`src/hdl/dmt_pkg.sv`:
```
// Shared types, constants and codes of the DMA range mapping table.
`default_nettype none

package dmt_pkg;

	localparam int TABLE_ENTRIES = 64;
	localparam int MAX_PAGES     = 16;
	localparam int IDX_W         = (TABLE_ENTRIES > 1) ? $clog2(TABLE_ENTRIES) : 1;
	localparam int LEN_W         = $clog2(MAX_PAGES * 4096 + 1);

	localparam logic [IDX_W-1:0] LAST_IDX = IDX_W'(TABLE_ENTRIES - 1);

	localparam logic [63:0] PAGE_BYTES = 64'd4096;
	localparam logic [63:0] PAGE_MASK  = ~(PAGE_BYTES - 64'd1);
	localparam logic [63:0] MAP_LIMIT  = 64'(MAX_PAGES) * PAGE_BYTES;
	localparam logic [63:0] END_LIMIT  = MAP_LIMIT + PAGE_BYTES;
	localparam logic [1:0]  DIR_MAX    = 2'd2;

	localparam logic [1:0] OP_MAP   = 2'd0;
	localparam logic [1:0] OP_UNMAP = 2'd1;
	localparam logic [1:0] OP_QUERY = 2'd2;

	localparam logic [2:0] ST_OK       = 3'd0;
	localparam logic [2:0] ST_BAD      = 3'd1;
	localparam logic [2:0] ST_OVERLAP  = 3'd2;
	localparam logic [2:0] ST_FULL     = 3'd3;
	localparam logic [2:0] ST_NOTFOUND = 3'd4;

	typedef enum logic [1:0] {
		S_IDLE,
		S_SCAN,
		S_DRAIN,
		S_FINISH
	} state_t;

	typedef struct packed {
		logic [1:0]  operation;
		logic [63:0] address;
		logic [31:0] length;
		logic [1:0]  direction;
		logic [63:0] owner_id;
		logic        pages_ok;
	} req_t;

	typedef struct packed {
		logic [63:0]      base;
		logic [LEN_W-1:0] length;
		logic [1:0]       direction;
		logic [63:0]      owner;
	} entry_t;

	typedef struct packed {
		logic             start;
		logic             rd_en;
		logic [IDX_W-1:0] rd_idx;
		logic             wr_en;
		logic [IDX_W-1:0] wr_idx;
		entry_t           wr_entry;
		logic             clr_en;
		logic [IDX_W-1:0] clr_idx;
	} cmd_t;

	typedef struct packed {
		logic             overlap;
		logic             hit_found;
		logic [IDX_W-1:0] hit_idx;
		logic             free_found;
		logic [IDX_W-1:0] free_idx;
	} scan_t;

endpackage

`default_nettype wire

```
`src/hdl/dmt_if.sv`:
```
// Request and response channel interfaces of the DMA range mapping table.
`default_nettype none

interface dmt_req_if;
	logic        valid;
	logic        ready;
	logic [1:0]  operation;
	logic [63:0] address;
	logic [31:0] length;
	logic [1:0]  direction;
	logic [63:0] owner_id;
	logic        pages_ok;

	modport source (
		output valid, operation, address, length, direction, owner_id, pages_ok,
		input  ready
	);
	modport sink (
		input  valid, operation, address, length, direction, owner_id, pages_ok,
		output ready
	);
endinterface

interface dmt_rsp_if;
	logic        valid;
	logic        ready;
	logic [2:0]  status;
	logic [63:0] device_address;
	logic        is_mapped;

	modport source (
		output valid, status, device_address, is_mapped,
		input  ready
	);
	modport sink (
		input  valid, status, device_address, is_mapped,
		output ready
	);
endinterface

`default_nettype wire

```
`src/hdl/dmt_ctrl.sv`:
```
// Request sequencer: scan control, argument checks, result and table update.
`default_nettype none

module dmt_ctrl (
	input  wire logic           clk,
	input  wire logic           arst_n,
	dmt_req_if.sink             req,
	dmt_rsp_if.source           rsp,
	input  wire dmt_pkg::scan_t scan,
	output dmt_pkg::cmd_t       cmd,
	output dmt_pkg::req_t       req_s,
	output logic [64:0]         qend_s
);

	dmt_pkg::state_t state_q, state_d;

	dmt_pkg::req_t             req_q;
	logic [64:0]               qend_q;
	logic [63:0]               endpg_q;
	logic [dmt_pkg::IDX_W-1:0] cnt_q;

	logic        rsp_valid_q;
	logic [2:0]  rsp_status_q;
	logic [63:0] rsp_dev_q;
	logic        rsp_mapped_q;

	logic        accept;
	logic        out_free;
	logic        finish;
	logic        args_ok;
	logic [63:0] start_pg;
	logic [2:0]  res_status;
	logic [63:0] res_dev;
	logic        res_mapped;
	logic        do_map;
	logic        do_unmap;

	assign req.ready = (state_q == dmt_pkg::S_IDLE);
	assign accept    = req.valid && req.ready;
	assign out_free  = !rsp_valid_q || rsp.ready;
	assign finish    = (state_q == dmt_pkg::S_FINISH) && out_free;

	always_comb begin
		state_d = state_q;
		unique case (state_q)
			dmt_pkg::S_IDLE: begin
				if (accept) begin
					state_d = dmt_pkg::S_SCAN;
				end
			end
			dmt_pkg::S_SCAN: begin
				if (cnt_q == dmt_pkg::LAST_IDX) begin
					state_d = dmt_pkg::S_DRAIN;
				end
			end
			dmt_pkg::S_DRAIN: begin
				state_d = dmt_pkg::S_FINISH;
			end
			dmt_pkg::S_FINISH: begin
				if (out_free) begin
					state_d = dmt_pkg::S_IDLE;
				end
			end
			default: begin
				state_d = dmt_pkg::S_IDLE;
			end
		endcase
	end

	// Map argument checks; endpg_q is the page-rounded end, settled during the scan.
	always_comb begin
		start_pg = req_q.address & dmt_pkg::PAGE_MASK;
		args_ok  = (|req_q.length) && (|req_q.owner_id) &&
			(req_q.direction <= dmt_pkg::DIR_MAX) && !qend_q[64] &&
			({32'd0, req_q.length} <= dmt_pkg::MAP_LIMIT) &&
			!(endpg_q < start_pg) &&
			((endpg_q - req_q.address) <= dmt_pkg::END_LIMIT) &&
			req_q.pages_ok;
	end

	always_comb begin
		res_status = dmt_pkg::ST_BAD;
		res_dev    = '0;
		res_mapped = 1'b0;
		do_map     = 1'b0;
		do_unmap   = 1'b0;
		case (req_q.operation)
			dmt_pkg::OP_MAP: begin
				if (!args_ok) begin
					res_status = dmt_pkg::ST_BAD;
				end else if (scan.overlap) begin
					res_status = dmt_pkg::ST_OVERLAP;
				end else if (!scan.free_found) begin
					res_status = dmt_pkg::ST_FULL;
				end else begin
					res_status = dmt_pkg::ST_OK;
					res_dev    = req_q.address;
					do_map     = 1'b1;
				end
			end
			dmt_pkg::OP_UNMAP: begin
				if (!(|req_q.length)) begin
					res_status = dmt_pkg::ST_BAD;
				end else if (scan.hit_found) begin
					res_status = dmt_pkg::ST_OK;
					do_unmap   = 1'b1;
				end else begin
					res_status = dmt_pkg::ST_NOTFOUND;
				end
			end
			dmt_pkg::OP_QUERY: begin
				res_status = dmt_pkg::ST_OK;
				res_mapped = scan.overlap;
			end
			default: begin
				res_status = dmt_pkg::ST_BAD;
			end
		endcase
	end

	always_comb begin
		cmd                    = '0;
		cmd.start              = accept;
		cmd.rd_en              = (state_q == dmt_pkg::S_SCAN);
		cmd.rd_idx             = cnt_q;
		cmd.wr_en              = finish && do_map;
		cmd.wr_idx             = scan.free_idx;
		cmd.wr_entry.base      = req_q.address;
		cmd.wr_entry.length    = req_q.length[dmt_pkg::LEN_W-1:0];
		cmd.wr_entry.direction = req_q.direction;
		cmd.wr_entry.owner     = req_q.owner_id;
		cmd.clr_en             = finish && do_unmap;
		cmd.clr_idx            = scan.hit_idx;
	end

	always_ff @(posedge clk or negedge arst_n) begin
		if (!arst_n) begin
			state_q     <= dmt_pkg::S_IDLE;
			cnt_q       <= '0;
			rsp_valid_q <= 1'b0;
		end else begin
			state_q <= state_d;
			if (accept) begin
				cnt_q <= '0;
			end else if (state_q == dmt_pkg::S_SCAN) begin
				cnt_q <= cnt_q + 1'b1;
			end
			if (finish) begin
				rsp_valid_q <= 1'b1;
			end else if (rsp.ready) begin
				rsp_valid_q <= 1'b0;
			end
		end
	end

	always_ff @(posedge clk) begin
		if (accept) begin
			req_q.operation <= req.operation;
			req_q.address   <= req.address;
			req_q.length    <= req.length;
			req_q.direction <= req.direction;
			req_q.owner_id  <= req.owner_id;
			req_q.pages_ok  <= req.pages_ok;
			qend_q          <= {1'b0, req.address} + {33'd0, req.length};
		end
		if (state_q == dmt_pkg::S_SCAN) begin
			endpg_q <= (qend_q[63:0] + (dmt_pkg::PAGE_BYTES - 64'd1)) & dmt_pkg::PAGE_MASK;
		end
		if (finish) begin
			rsp_status_q <= res_status;
			rsp_dev_q    <= res_dev;
			rsp_mapped_q <= res_mapped;
		end
	end

	assign rsp.valid          = rsp_valid_q;
	assign rsp.status         = rsp_status_q;
	assign rsp.device_address = rsp_dev_q;
	assign rsp.is_mapped      = rsp_mapped_q;

	assign req_s  = req_q;
	assign qend_s = qend_q;

endmodule

`default_nettype wire

```
`src/flat_wrapper.sv`:
```
// flat-port wrapper written by rule: the top's interface ports become plain ports
module dmt_ctrl_flat 
  (clk, arst_n, scan, cmd, req_s, qend_s, req_valid, req_operation, req_address, req_length, req_direction, req_owner_id, req_pages_ok, req_ready, rsp_valid, rsp_status, rsp_device_address, rsp_is_mapped, rsp_ready);
  dmt_req_if req_i ();
  dmt_rsp_if rsp_i ();
  input  wire logic clk;
  input  wire logic arst_n;
  input  wire dmt_pkg::scan_t scan;
  output dmt_pkg::cmd_t cmd;
  output dmt_pkg::req_t req_s;
  output logic [64:0] qend_s;
  input wire logic [$bits(req_i.valid)-1:0] req_valid;
  input wire logic [$bits(req_i.operation)-1:0] req_operation;
  input wire logic [$bits(req_i.address)-1:0] req_address;
  input wire logic [$bits(req_i.length)-1:0] req_length;
  input wire logic [$bits(req_i.direction)-1:0] req_direction;
  input wire logic [$bits(req_i.owner_id)-1:0] req_owner_id;
  input wire logic [$bits(req_i.pages_ok)-1:0] req_pages_ok;
  output wire logic [$bits(req_i.ready)-1:0] req_ready;
  output wire logic [$bits(rsp_i.valid)-1:0] rsp_valid;
  output wire logic [$bits(rsp_i.status)-1:0] rsp_status;
  output wire logic [$bits(rsp_i.device_address)-1:0] rsp_device_address;
  output wire logic [$bits(rsp_i.is_mapped)-1:0] rsp_is_mapped;
  input wire logic [$bits(rsp_i.ready)-1:0] rsp_ready;
  assign req_i.valid = req_valid;
  assign req_i.operation = req_operation;
  assign req_i.address = req_address;
  assign req_i.length = req_length;
  assign req_i.direction = req_direction;
  assign req_i.owner_id = req_owner_id;
  assign req_i.pages_ok = req_pages_ok;
  assign req_ready = req_i.ready;
  assign rsp_valid = rsp_i.valid;
  assign rsp_status = rsp_i.status;
  assign rsp_device_address = rsp_i.device_address;
  assign rsp_is_mapped = rsp_i.is_mapped;
  assign rsp_i.ready = rsp_ready;
  dmt_ctrl u_core (.clk(clk), .arst_n(arst_n), .req(req_i), .rsp(rsp_i), .scan(scan), .cmd(cmd), .req_s(req_s), .qend_s(qend_s));
endmodule
```
`config.mk`:
```
export PLATFORM = sky130hd
export DESIGN_NAME = dmt_ctrl_flat
export DESIGN_NICKNAME = d
export VERILOG_FILES = /design/src/hdl/dmt_pkg.sv /design/src/hdl/dmt_if.sv /design/src/hdl/dmt_ctrl.sv /design/src/flat_wrapper.sv
export SDC_FILE = /design/constraint.sdc
export NUM_CORES = 1
export LEC_CHECK = 0
export BUFFER_PORTS_ARGS = -buffer_cell sky130_fd_sc_hd__buf_2
export CAP_MARGIN = 25
export CELL_PAD_IN_SITES_DETAIL_PLACEMENT = 1
export CELL_PAD_IN_SITES_GLOBAL_PLACEMENT = 2
export CORE_AREA = 2 2 255 257
export CTS_BUF_LIST = sky130_fd_sc_hd__clkbuf_4 sky130_fd_sc_hd__clkbuf_8 sky130_fd_sc_hd__clkbuf_16
export DETAILED_ROUTE_END_ITERATION = 16
export DIE_AREA = 0 0 257 259
export PLACE_DENSITY = 0.81
export SLEW_MARGIN = 0
export SYNTH_ARGS = -nofsm -noshare
export SYNTH_HDL_FRONTEND = slang
export SYNTH_SLANG_ARGS = --single-unit
```
`constraint.sdc`:
```
create_clock -name clk -period 14.7 [get_ports clk]
set_clock_uncertainty 0.2 [all_clocks]
set_input_delay 0.735 -clock clk [delete_from_list [all_inputs] [get_ports clk]]
set_output_delay 0.735 -clock clk [all_outputs]
set_load 0.1 [all_outputs]
```
==> metrics.md, run 1 <==
| Metric | Value |
|---|---|
| Sequential fraction of the synthesis area | `0.5150` |
| Net count, final | `2,623` |
| Overflow after GRT | `0` |
| Arr. time, crit path | `5.71 ns` |
| Kind of end point of the critical path | `output port` |
| Area of the die | `0.06656 sq mm` |
| Number of standard-cell rows in the floorplan | `93` |
| Count of H-tree levels built during CTS | `2` |
| Post-place setup slack | `8.599 ns` |
| Slowest stage cell, crit path | `a2111oi_0` |
| Buffer cell driving the clock tree root | `clkbuf_16` |
| Max Transition Viols Final | `0` |
| Count of distinct cell types in the synthesized netlist | `86` |
| Leakage power summed over all cells | `0.009924 uW` |
| Crit-path cells | `inv_1 > ha_1 > and2_1 > and3_1 > nand3_1 > o21ai_0 > a2111oi_0 > nand3_1 > or4_1 > nor4b_2 > nand4_1 > nor4_1 > buf_2` |
| Die Y | `259 um` |
| ANT nets after route | `0` |
| Number of hold-repair buffers added at the cts stage | `1` |
| Cell area after synthesis | `0.02085 sq mm` |
| Internal reg-to-reg setup slack | `9.27 ns` |
| Final core area utilization | `0.3936` |
| Cell area after placement | `0.02373 sq mm` |
| Largest net degree at the start of global routing | `72` |
| Unrepaired setup endpoints after global routing | `no` |
| Final hold violation count | `0` |
| Final period demand of the worst path | `6.650 ns` |
| Clk buf depth | `3` |
| Leading cell types by total area after synthesis | `edfxtp_1 50%, buf_4 5.8%, ha_1 5.4%, xnor2_1 3.5%, a21oi_1 2.8%` |
| Peak clock frequency supported by timing | `150.4 MHz` |
| Yosys warning count | `0` |
| Launch point of the worst reg-to-reg path | `u_core.cmd[123]$_DFFE_PP_` |
| Share of post-route cells with drive strength above 1 | `0.3275` |
| Post-detailed-routing wire length | `83,360 um` |
| Area inside the core boundary | `0.06388 sq mm` |
| Syn Nets | `2,150` |
| Synth Register Bits | `359` |
| Vias in the first global route | `17,890` |
| Family of cells with the greatest summed delay on the critical path | `simple AND/OR/NAND/NOR gates` |
| Cells after Synth | `1,875` |
| Library cell appearing most often on the critical path | `nand3_1` |
| Routed via count | `17,150` |
| Most used standard cell by instance count after synthesis | `edfxtp_1` |
| Remaining max-slew budget at the tightest pin | `0.2782` |
| Worst-path clk slew | `0.06 ns` |
| Worst Reg-to-Reg Cells | `14` |
| Number of max-capacitance violations reported | `0` |
| CTS resizes | `0` |
| I/O pin count | `653` |
| Critical path buffers and inverters | `2` |
| Buffers inserted during post-CTS setup optimization | `0` |
| RePlAce Congestion | `0.9236` |
| Library cell occupying the most area in the post-synthesis netlist | `edfxtp_1` |
| Worst hold path type | `primary input to register` |
| GRT Util Overall | `0.2419` |
| Starting density of the core | `0.3263` |
| Total of buffers placed on input and output ports | `628` |
| Violation count after the first detailed-routing iteration | `985` |
| Hold worst-path end | `u_core.cmd[58]$_DFFE_PP_` |
| Worst-path fanout max | `9` |
| Pre-Repair DR Iteration Count | `7` |
| Count of unresolved DRC violations after routing | `0` |
| Yosys top cell area share | `0.5042` |
| Period Utilization, post-route | `0.4524` |
| Total clock sinks | `359` |
| Stage delay of the slowest cell on the critical path | `0.84 ns` |
| Critical path start-end classification | `register to output port` |
| Post-layout worst setup margin | `8.050 ns` |
| Via density | `5.299` |
| Most instantiated flip-flop cell in the synthesis netlist | `edfxtp_1` |
| Count of flip-flops with a built-in enable after synthesis | `350` |
| Wire length of the first global-routing pass | `120,900 um` |
| Final HPWL from detailed placement | `67,040 um` |
| Clock latency reported for the late side of the worst-skew pair | `0.58 ns` |
| Leading post-synthesis cells by instance count | `350 x edfxtp_1, 161 x buf_4, 131 x nand2_1` |
| Data required time of the worst path | `13.77 ns` |
| Worst hold stages | `1` |
| Post-route setup TNS | `0 ns` |
| Largest vdd supply drop | `126.2 uV` |
| Transition time of the tightest slew-check pin | `1.082 ns` |
| CTS tree | `yes` |
| Async S/R FF share, synth | `0.02507` |
| Number of CTS-inserted buffers | `43` |
| Antenna diodes | `0` |
| Syn_area_per_cell | `11.12 sq um` |
| Area of all placed cells without fillers | `0.02514 sq mm` |
| Die width | `257 um` |
| Number of antenna violations at the first check in global routing | `2` |
| WL/cell | `25.75 um` |
| Final setup fails | `0` |
| Launch point of the worst hold path | `req_owner_id[51]` |
| Result of the run | `complete, no violations` |
| Endpoint of the lowest-slack register-to-register path | `u_core.rsp.device_address[42]$_SDFFCE_PP0P_` |
| Startpoint class of the critical path | `register` |
| Syn-to-layout area delta | `20.61%` |
| Power per cell area | `242.2 mW/mm^2` |
[layout by cell type (no fill, tap or decap), types with 9 or more instances in the layout]
| master | n |
|---|---|
| nor4_1 | 61 |
| nor4_2 | 42 |
| a211oi_1 | 11 |
| and4_1 | 11 |
| dfrtp_1 | 9 |
| o31ai_1 | 10 |
| nand3_1 | 63 |
| clkinv_1 | 14 |
| clkbuf_16 | 44 |
| xnor2_1 | 84 |
| edfxtp_1 | 350 |
| nor2_1 | 94 |
| ha_1 | 89 |
| o211ai_1 | 13 |
| buf_2 | 629 |
| a31oi_1 | 10 |
| nor2b_1 | 14 |
| o21bai_1 | 15 |
| o21a_1 | 19 |
| nand4_1 | 49 |
| nand2_1 | 131 |
| and3_1 | 23 |
| o21ai_0 | 70 |
| nand2b_1 | 9 |
| inv_1 | 101 |
| xor2_1 | 46 |
| a21o_1 | 34 |
| a21oi_1 | 116 |
| nor3_1 | 32 |
| and2_1 | 13 |
| buf_4 | 12 |
[flip-flops by register name, indices dropped and copies added, names as in the netlist]
signal                     cells
u_core.req_s                  18
u_core.qend_s                 65
u_core.rsp.device_address     64
u_core.rsp.status              3
u_core.rsp.is_mapped           1
u_core.rsp.valid               1
u_core.cnt_q                   6
u_core.cmd                   147
u_core.state_q                 2
u_core.endpg_q                52
[cells by family after synthesis]
group           after synthesis  share of synthesized area
simple gates                584                     0.1605
compound gates              381                     0.1200
flops                       359                     0.5150
buf+inv                     319                    0.08937
xor+xnor                    130                    0.05462
fa+ha+maj                    91                    0.05498
mux                          11                   0.005582
[layout make-up]
| cell class | instances | area, sq um |
|---|---|---|
| fillers | 7160 | 38740 |
| flip-flops and latches | 359 | 10740 |
| multi-input cells | 1197 | 8265 |
| repair buffers | 645 | 3313 |
| clock buffers | 52 | 1161 |
| well taps | 855 | 1070 |
| inverters | 102 | 384.1 |
| clock inverters | 27 | 214.0 |
[report_power, final]
group | switching [uW] | internal, uW | leakage (uW) | total (uW)
clock | 447 | 615 | 0.000683 | 1060
sequential | 152 | 1450 | 0.00329 | 1610
combinational | 2840 | 580 | 0.00595 | 3420
[stage by stage]
| step | power [uW] | cells | hold WS (ns) |
|---|---|---|---|
| 2_1_floorplan | 4380 | 1875 | 0.2394 |
| 3_3_place_gp | 5030 | 3153 | 0.3339 |
| 3_5_place_dp | 5055 | 3156 | 0.3464 |
| 4_1_cts | 6133 | 3236 | 0.09379 |
| 5_1_grt | 6325 | 3237 | 0.09578 |
| 6_report | 6090 | 3237 | 0.1266 |
[worst max path at each step]
| stage | start | endpoint | cells after the start |
|---|---|---|---|
| floorplan | u_core.state_q[0]$_DFFE_PN0P_ | cmd[168] | 5 |
| finish | u_core.cmd[123]$_DFFE_PP_ | cmd[160] | 13 |
| global placement | u_core.cmd[123]$_DFFE_PP_ | cmd[160] | 13 |
| CTS | u_core.cmd[123]$_DFFE_PP_ | cmd[160] | 13 |
| detailed placement | u_core.cmd[123]$_DFFE_PP_ | cmd[160] | 13 |
| global route | u_core.cmd[120]$_DFFE_PP_ | cmd[160] | 13 |
[layer usage]
layer  vias to the layer above  GRT usage  routed length (um)
met2                       533     0.4549               44490
met4                         4    0.05233                1727
met3                        94    0.04579                4407
li1                       7842          -                   -
met1                      8679     0.2840               32710
met5                         -          0                  27
Note: power is estimated with default switching activity, not from simulation.
==> run 2: changes to the inputs <==
--- a/config.mk
+++ b/config.mk
@@ -9,11 +9,11 @@
 export CAP_MARGIN = 25
 export CELL_PAD_IN_SITES_DETAIL_PLACEMENT = 1
 export CELL_PAD_IN_SITES_GLOBAL_PLACEMENT = 2
-export CORE_AREA = 2 2 255 257
+export CORE_MARGIN = 2
+export CORE_UTILIZATION = 29
 export CTS_BUF_LIST = sky130_fd_sc_hd__clkbuf_4 sky130_fd_sc_hd__clkbuf_8 sky130_fd_sc_hd__clkbuf_16
 export DETAILED_ROUTE_END_ITERATION = 16
-export DIE_AREA = 0 0 257 259
-export PLACE_DENSITY = 0.81
+export PLACE_DENSITY = 0.76
 export SLEW_MARGIN = 0
 export SYNTH_ARGS = -nofsm -noshare
 export SYNTH_HDL_FRONTEND = slang
==> constraint.sdc (replaced) <==
create_clock -name clk -period 5.75 [get_ports clk]
set_clock_uncertainty 0.2 [all_clocks]
set_input_delay 0.2875 -clock clk [delete_from_list [all_inputs] [get_ports clk]]
set_output_delay 0.2875 -clock clk [all_outputs]
set_load 0.1 [all_outputs]
==> run 2 against run 1 <==
Compared with the run above: combinational power grew to 2.6 times the previous value; power grew to 2.6 times the previous value; first-iteration DRC count increased by 3.0%.
==> metrics.md, run 2 (synthesized netlist as in run 1, its figures left out) <==
| Metric | Value |
|---|---|
| Result of the run | `complete, no violations` |
| Net count, final | `2,807` |
| Critical path start-end classification | `register to output port` |
| Data required time of the worst path | `5.26 ns` |
| Area of the die | `0.07404 sq mm` |
| RePlAce Congestion | `0.9099` |
| Vias in the first global route | `18,980` |
| Final HPWL from detailed placement | `69,160 um` |
| Switching power summed over all nets | `8946 uW` |
| Number of standard-cell rows in the floorplan | `98` |
| Number of antenna violations at the first check in global routing | `0` |
| Largest net degree at the start of global routing | `96` |
| Clock latency reported for the late side of the worst-skew pair | `0.58 ns` |
| Die Y | `272.1 um` |
| CTS tree | `yes` |
| Share of post-route cells with drive strength above 1 | `0.3119` |
| Post-detailed-routing wire length | `87,970 um` |
| Most frequent cells in the layout | `627 x buf_2, 350 x edfxtp_1, 171 x dlygate4sd3_1` |
| Violation count after the first detailed-routing iteration | `1,015` |
| Period Utilization, post-route | `0.9597` |
| Leading cell type in the layout, fill and taps excluded | `buf_2` |
| Pre-Repair DR Iteration Count | `5` |
| ANT nets after route | `0` |
| Final core area utilization | `0.3804` |
| Worst-path clk slew | `0.06 ns` |
| Comb power frac | `0.563` |
| Final setup fails | `0` |
| WL/cell | `25.00 um` |
| Peak clock frequency supported by timing | `181.2 MHz` |
| Worst hold path type | `primary input to register` |
| Worst-path fanout max | `11` |
| Buffer cell driving the clock tree root | `clkbuf_16` |
| Syn-to-layout area delta | `30.23%` |
| Sw Ratio | `0.5628` |
| Leakage power summed over all cells | `0.01073 uW` |
| Post-route setup TNS | `0 ns` |
| Total clock sinks | `359` |
| Number of flip-flops in the largest register | `147` |
| Kind of end point of the critical path | `output port` |
| Max Transition Viols Final | `0` |
| Count of unresolved DRC violations after routing | `0` |
| Count of H-tree levels built during CTS | `2` |
| Unrepaired setup endpoints after global routing | `no` |
| Wire length of the first global-routing pass | `128,200 um` |
| Largest vdd supply drop | `376.8 uV` |
| Clk buf depth | `3` |
| Hold slack | `0.1467 ns` |
| Total of buffers placed on input and output ports | `628` |
| Number of CTS-inserted buffers | `45` |
| Clock share of power | `0.176` |
| Starting density of the core | `0.2921` |
| Routed via count | `17,790` |
| Transition time of the tightest slew-check pin | `1.042 ns` |
| Cell internal pwr | `6950 uW` |
| Via density | `5.055` |
| Die width | `272.1 um` |
| Final hold violation count | `0` |
| Buffers inserted during post-CTS setup optimization | `0` |
| Arr. time, crit path | `5.03 ns` |
| Remaining max-slew budget at the tightest pin | `0.3051` |
| Number of max-capacitance violations reported | `0` |
| I/O pin count | `653` |
| Power per cell area | `585.5 mW/mm^2` |
| Final period demand of the worst path | `5.518 ns` |
| Final total power | `15,900 uW` |
| Startpoint class of the critical path | `register` |
| Relative contribution of sequential cells to total power | `0.261` |
| Overflow after GRT | `0` |
| Area inside the core boundary | `0.07136 sq mm` |
| GRT Util Overall | `0.2304` |
[run 2: what timing repair did]
item | CTS | global route
setup endpoints to repair | 0 | 1
gates resized for setup | 0 | 1
hold buffers | 171 | 0
hold endpoints to repair | 213 | 0
[run 2: critical path, stage by stage (launching register included)]
cell and delay, ns:
edfxtp_1 0.44, inv_1 0.11, ha_1 0.45, a211o_1 0.33, a21oi_1 0.21, o211ai_1 0.29
and3_1 0.35, o31ai_1 0.68, and3b_1 0.26, o21ai_0 0.07, nor3_1 0.40, nand4_1 0.22
buf_4 0.23, nor4_4 0.18, buf_12 0.21
[run 2: stage by stage]
step	area (sq um)	setup WS, ns	cells
finish	27150	0.2317	3519
global route	27150	0.01002	3518
global placement	23970	0.7570	3262
floorplan	20860	0.08234	1875
CTS	27100	0.1198	3516
detailed placement	23970	0.6248	3262
[run 2: final timing paths]
path	endpoint	cells after the start	slack, ns	from
max in group asynchronous	u_core.state_q[1]$_DFFE_PN0P_	3	4.51	arst_n
min in group asynchronous	u_core.cnt_q[5]$_DFFE_PN0P_	3	0.53	arst_n
setup / recovery	cmd[160]	14	0.23	u_core.cmd[105]$_DFFE_PP_
hold / removal	u_core.rsp.status[1]$_DFFE_PP_	3	0.15	scan[6]
hold reg to reg	u_core.rsp.valid$_DFFE_PN0P_	2	0.37	u_core.rsp.valid$_DFFE_PN0P_
setup reg to reg	u_core.rsp.device_address[2]$_SDFFCE_PP0P_	13	0.66	u_core.cmd[102]$_DFFE_PP_
[run 2: power groups by stage]
stage          Clock (uW)  Combinational [uW]  Sequential, uW
2_1_floorplan           0                3710            7440
3_3_place_gp            0                8840            4190
3_5_place_dp            0                8840            4210
4_1_cts              2870                8960            4160
5_1_grt              2960                9330            4210
6_report             2800                8960            4140
[run 2: area by class of cell]
cell class,instances,area (sq um)
fillers,8051,44210
flip-flops and latches,359,10740
clock buffers,56,1209
diodes,1,2.502
clock inverters,27,219.0
multi-input cells,1197,8285
well taps,950,1189
repair buffers,827,5125
inverters,102,384.1
[run 2: layer usage]
metal  GRT usage  part of all wire  vias up
li1            -                 -     8206
met1      0.2744              0.41     8954
met2      0.4282              0.53      517
met5           0                 0        -
met3     0.03738             0.042      111
met4     0.05928             0.025        0
==> run 3: changes to the inputs <==
--- a/config.mk
+++ b/config.mk
@@ -5,15 +5,16 @@
 export SDC_FILE = /design/constraint.sdc
 export NUM_CORES = 1
 export LEC_CHECK = 0
-export BUFFER_PORTS_ARGS = -buffer_cell sky130_fd_sc_hd__buf_2
 export CAP_MARGIN = 25
 export CELL_PAD_IN_SITES_DETAIL_PLACEMENT = 1
 export CELL_PAD_IN_SITES_GLOBAL_PLACEMENT = 2
+export CORE_ASPECT_RATIO = 1.5
 export CORE_MARGIN = 2
-export CORE_UTILIZATION = 29
+export CORE_UTILIZATION = 30
 export CTS_BUF_LIST = sky130_fd_sc_hd__clkbuf_4 sky130_fd_sc_hd__clkbuf_8 sky130_fd_sc_hd__clkbuf_16
 export DETAILED_ROUTE_END_ITERATION = 16
-export PLACE_DENSITY = 0.76
+export DONT_BUFFER_PORTS = 1
+export PLACE_DENSITY = 0.64
 export SLEW_MARGIN = 0
 export SYNTH_ARGS = -nofsm -noshare
 export SYNTH_HDL_FRONTEND = slang
==> run 3 against run 2 <==
Compared with the run above: via count fell by 6.3%; flip-flop and latch count unchanged; wire length is 3.0% higher; critical path depth is the same; count of clock-buffer cells in the layout shrank 11; global-route usage rose by 1.8 points; largest cell class unchanged.
==> metrics.md, run 3 (synthesized netlist as in run 1, its figures left out) <==
| Metric | Value |
|---|---|
| Result of the run | `complete, no violations` |
| Clk buf depth | `3` |
| Startpoint class of the critical path | `register` |
| Area of the die | `0.07166 sq mm` |
| Period Utilization, post-route | `0.9481` |
| Peak clock frequency supported by timing | `183.4 MHz` |
| Data required time of the worst path | `5.26 ns` |
| Grt met1 use | `0.2367` |
| Worst Reg-to-Reg Cells | `14` |
| RePlAce Congestion | `0.8902` |
| Clock latency reported for the late side of the worst-skew pair | `0.59 ns` |
| Power per cell area | `569.3 mW/mm^2` |
| Net count, final | `2,494` |
| Die width | `219.2 um` |
| Transition time of the tightest slew-check pin | `1.107 ns` |
| Launch point of the worst reg-to-reg path | `u_core.cmd[105]$_DFFE_PP_` |
| Max Transition Viols Final | `0` |
| Leading cell type in the layout, fill and taps excluded | `edfxtp_1` |
| GRT Util Overall | `0.2482` |
| Final setup fails | `0` |
| Unrepaired setup endpoints after global routing | `no` |
| Arr. time, crit path | `4.96 ns` |
| Syn-to-layout area delta | `37.03%` |
| Post-place setup slack | `0.6435 ns` |
| WL/cell | `28.71 um` |
| Area inside the core boundary | `0.06895 sq mm` |
| Share of post-route cells with drive strength above 1 | `0.2159` |
| Buffer cell driving the clock tree root | `clkbuf_16` |
| Launch point of the worst hold path | `req_address[50]` |
| Total clock sinks | `359` |
| Most used routing layer in global routing | `met2` |
| Violation count after the first detailed-routing iteration | `784` |
| Pre-Repair DR Iteration Count | `5` |
| Routed via count | `16,680` |
| Overflow after GRT | `0` |
| Endpoint of the lowest-slack register-to-register path | `u_core.rsp.device_address[17]$_SDFFCE_PP0P_` |
| Largest vdd supply drop | `469.4 uV` |
| Stage delay of the slowest cell on the critical path | `0.62 ns` |
| Slowest stage cell, crit path | `o311ai_1` |
| Worst setup startpoint | `u_core.cmd[105]$_DFFE_PP_` |
| Most frequent cells in the layout | `350 x edfxtp_1, 223 x buf_4, 172 x dlygate4sd3_1` |
| Kind of end point of the critical path | `output port` |
| Wire length of the first global-routing pass | `128,800 um` |
| Final hold violation count | `0` |
| I/O pin count | `653` |
| Post-detailed-routing wire length | `90,610 um` |
| Remaining max-slew budget at the tightest pin | `0.2620` |
| Largest net degree at the start of global routing | `100` |
| Number of antenna violations at the first check in global routing | `7` |
| Worst setup path endpoint | `cmd[160]` |
| CTS tree | `yes` |
| Worst-path fanout max | `11` |
| Library cell appearing most often on the critical path | `a21oi_1` |
| ANT nets after route | `0` |
| Post-layout worst setup margin | `0.2986 ns` |
| Count of H-tree levels built during CTS | `2` |
| Via density | `5.284` |
| Number of max-capacitance violations reported | `0` |
| Worst hold path type | `primary input to register` |
| Starting density of the core | `0.3023` |
| Worst-path clk slew | `0.06 ns` |
| Internal reg-to-reg setup slack | `0.81 ns` |
| Critical path start-end classification | `register to output port` |
| Crit-path cells | `inv_1 > ha_1 > a21oi_1 > nand2_1 > o311ai_1 > a21oi_1 > a31oi_1 > buf_4 > mux2_2 > nor2_1 > and4_1 > nand4_1 > nor4_4 > buf_12` |
| Met2 usage | `0.4775` |
| Met3 Usage GRT | `0.06909` |
| Vias in the first global route | `18,350` |
| Die Y | `326.9 um` |
| Count of unresolved DRC violations after routing | `0` |
| Number of standard-cell rows in the floorplan | `118` |
| Final period demand of the worst path | `5.451 ns` |
| Final HPWL from detailed placement | `72,320 um` |
| Leakage power summed over all cells | `0.01067 uW` |
| Post-route setup TNS | `0 ns` |
| Number of flip-flops in the largest register | `147` |
| Number of CTS-inserted buffers | `40` |
| Total of buffers placed on input and output ports | `0` |
[run 3: cell count changes in the layout (fill, tap and decap cells not counted), sizes merged]
| cell | delta |
|---|---|
| clkbuf | -11 |
| dlygate4sd3 | +1 |
| clkinv | -2 |
| inv | +3 |
| buf | -309 |
| diode | +4 |
| bufinv | +1 |
[run 3: cell type report]
class                           instances  area [sq um]
Fill cell                            7162         40380
Sequential cell                       359         10740
Multi-Input combinational cell       1197          8307
Timing Repair Buffer                  519          6676
Tap cell                              900          1126
Clock buffer                           45          1039
Inverter                              102         384.1
Clock inverter                         29         285.3
Antenna cell                            5         12.51
[run 3: through the flow]
stage | cells | hold WS (ns) | power, uW | area, sq um | utilization
floorplan | 1875 | -0.2081 | 11150 | 20860 | -
global placement | 2894 | -0.2079 | 13430 | 25280 | 0.3667
detailed placement | 2896 | -0.2079 | 13490 | 25320 | 0.3673
CTS | 3142 | 0.01154 | 16320 | 28370 | 0.4114
global route | 3155 | 0.02816 | 16860 | 28560 | 0.4143
finish | 3156 | 0.04458 | 16260 | 28560 | 0.4143
[run 3: worst max-delay path, delay by kind of cell (launching register included)]
family / cells / cell delay [ns]
mux: 1 / 0.33
buf+inv: 3 / 0.54
flops: 1 / 0.41
simple gates: 5 / 1.10
compound gates: 4 / 1.51
fa+ha+maj: 1 / 0.46
[run 3: how the worst min path moves through the flow]
stage                                   end  slack [ns]  depth (start not counted)
5_1_grt          u_core.qend_s[4]$_DFFE_PP_        0.03                          3
4_1_cts         u_core.qend_s[53]$_DFFE_PP_        0.01                          4
3_5_place_dp   u_core.rsp.valid$_DFFE_PN0P_       -0.21                          0
3_3_place_gp   u_core.rsp.valid$_DFFE_PN0P_       -0.21                          0
6_report        u_core.qend_s[53]$_DFFE_PP_        0.04                          4
2_1_floorplan   u_core.cnt_q[0]$_DFFE_PN0P_       -0.21                          0
[run 3: per-layer routing]
| metal | part of all wire | vias to the layer above |
|---|---|---|
| met1 | 0.33 | 8306 |
| met3 | 0.065 | 178 |
| met4 | 0.055 | 4 |
| li1 | - | 7596 |
| met2 | 0.55 | 591 |
| met5 | 0.00031 | - |
[run 3: power by group]
group          internal [uW]  total [uW]  switching (uW)
clock network           1500        2660            1160
logic                   2030        7630            5600
registers               3720        5970            2250
total                   7250       16300            9010
[run 3: timing repair]
action | 4_1_cts | 5_1_grt
setup buffers | 0 | 0
hold endpoints to repair | 248 | 0
gates resized for setup | 0 | 3
hold buffers | 172 | 0
endpoints found under the setup margin | 0 | 1
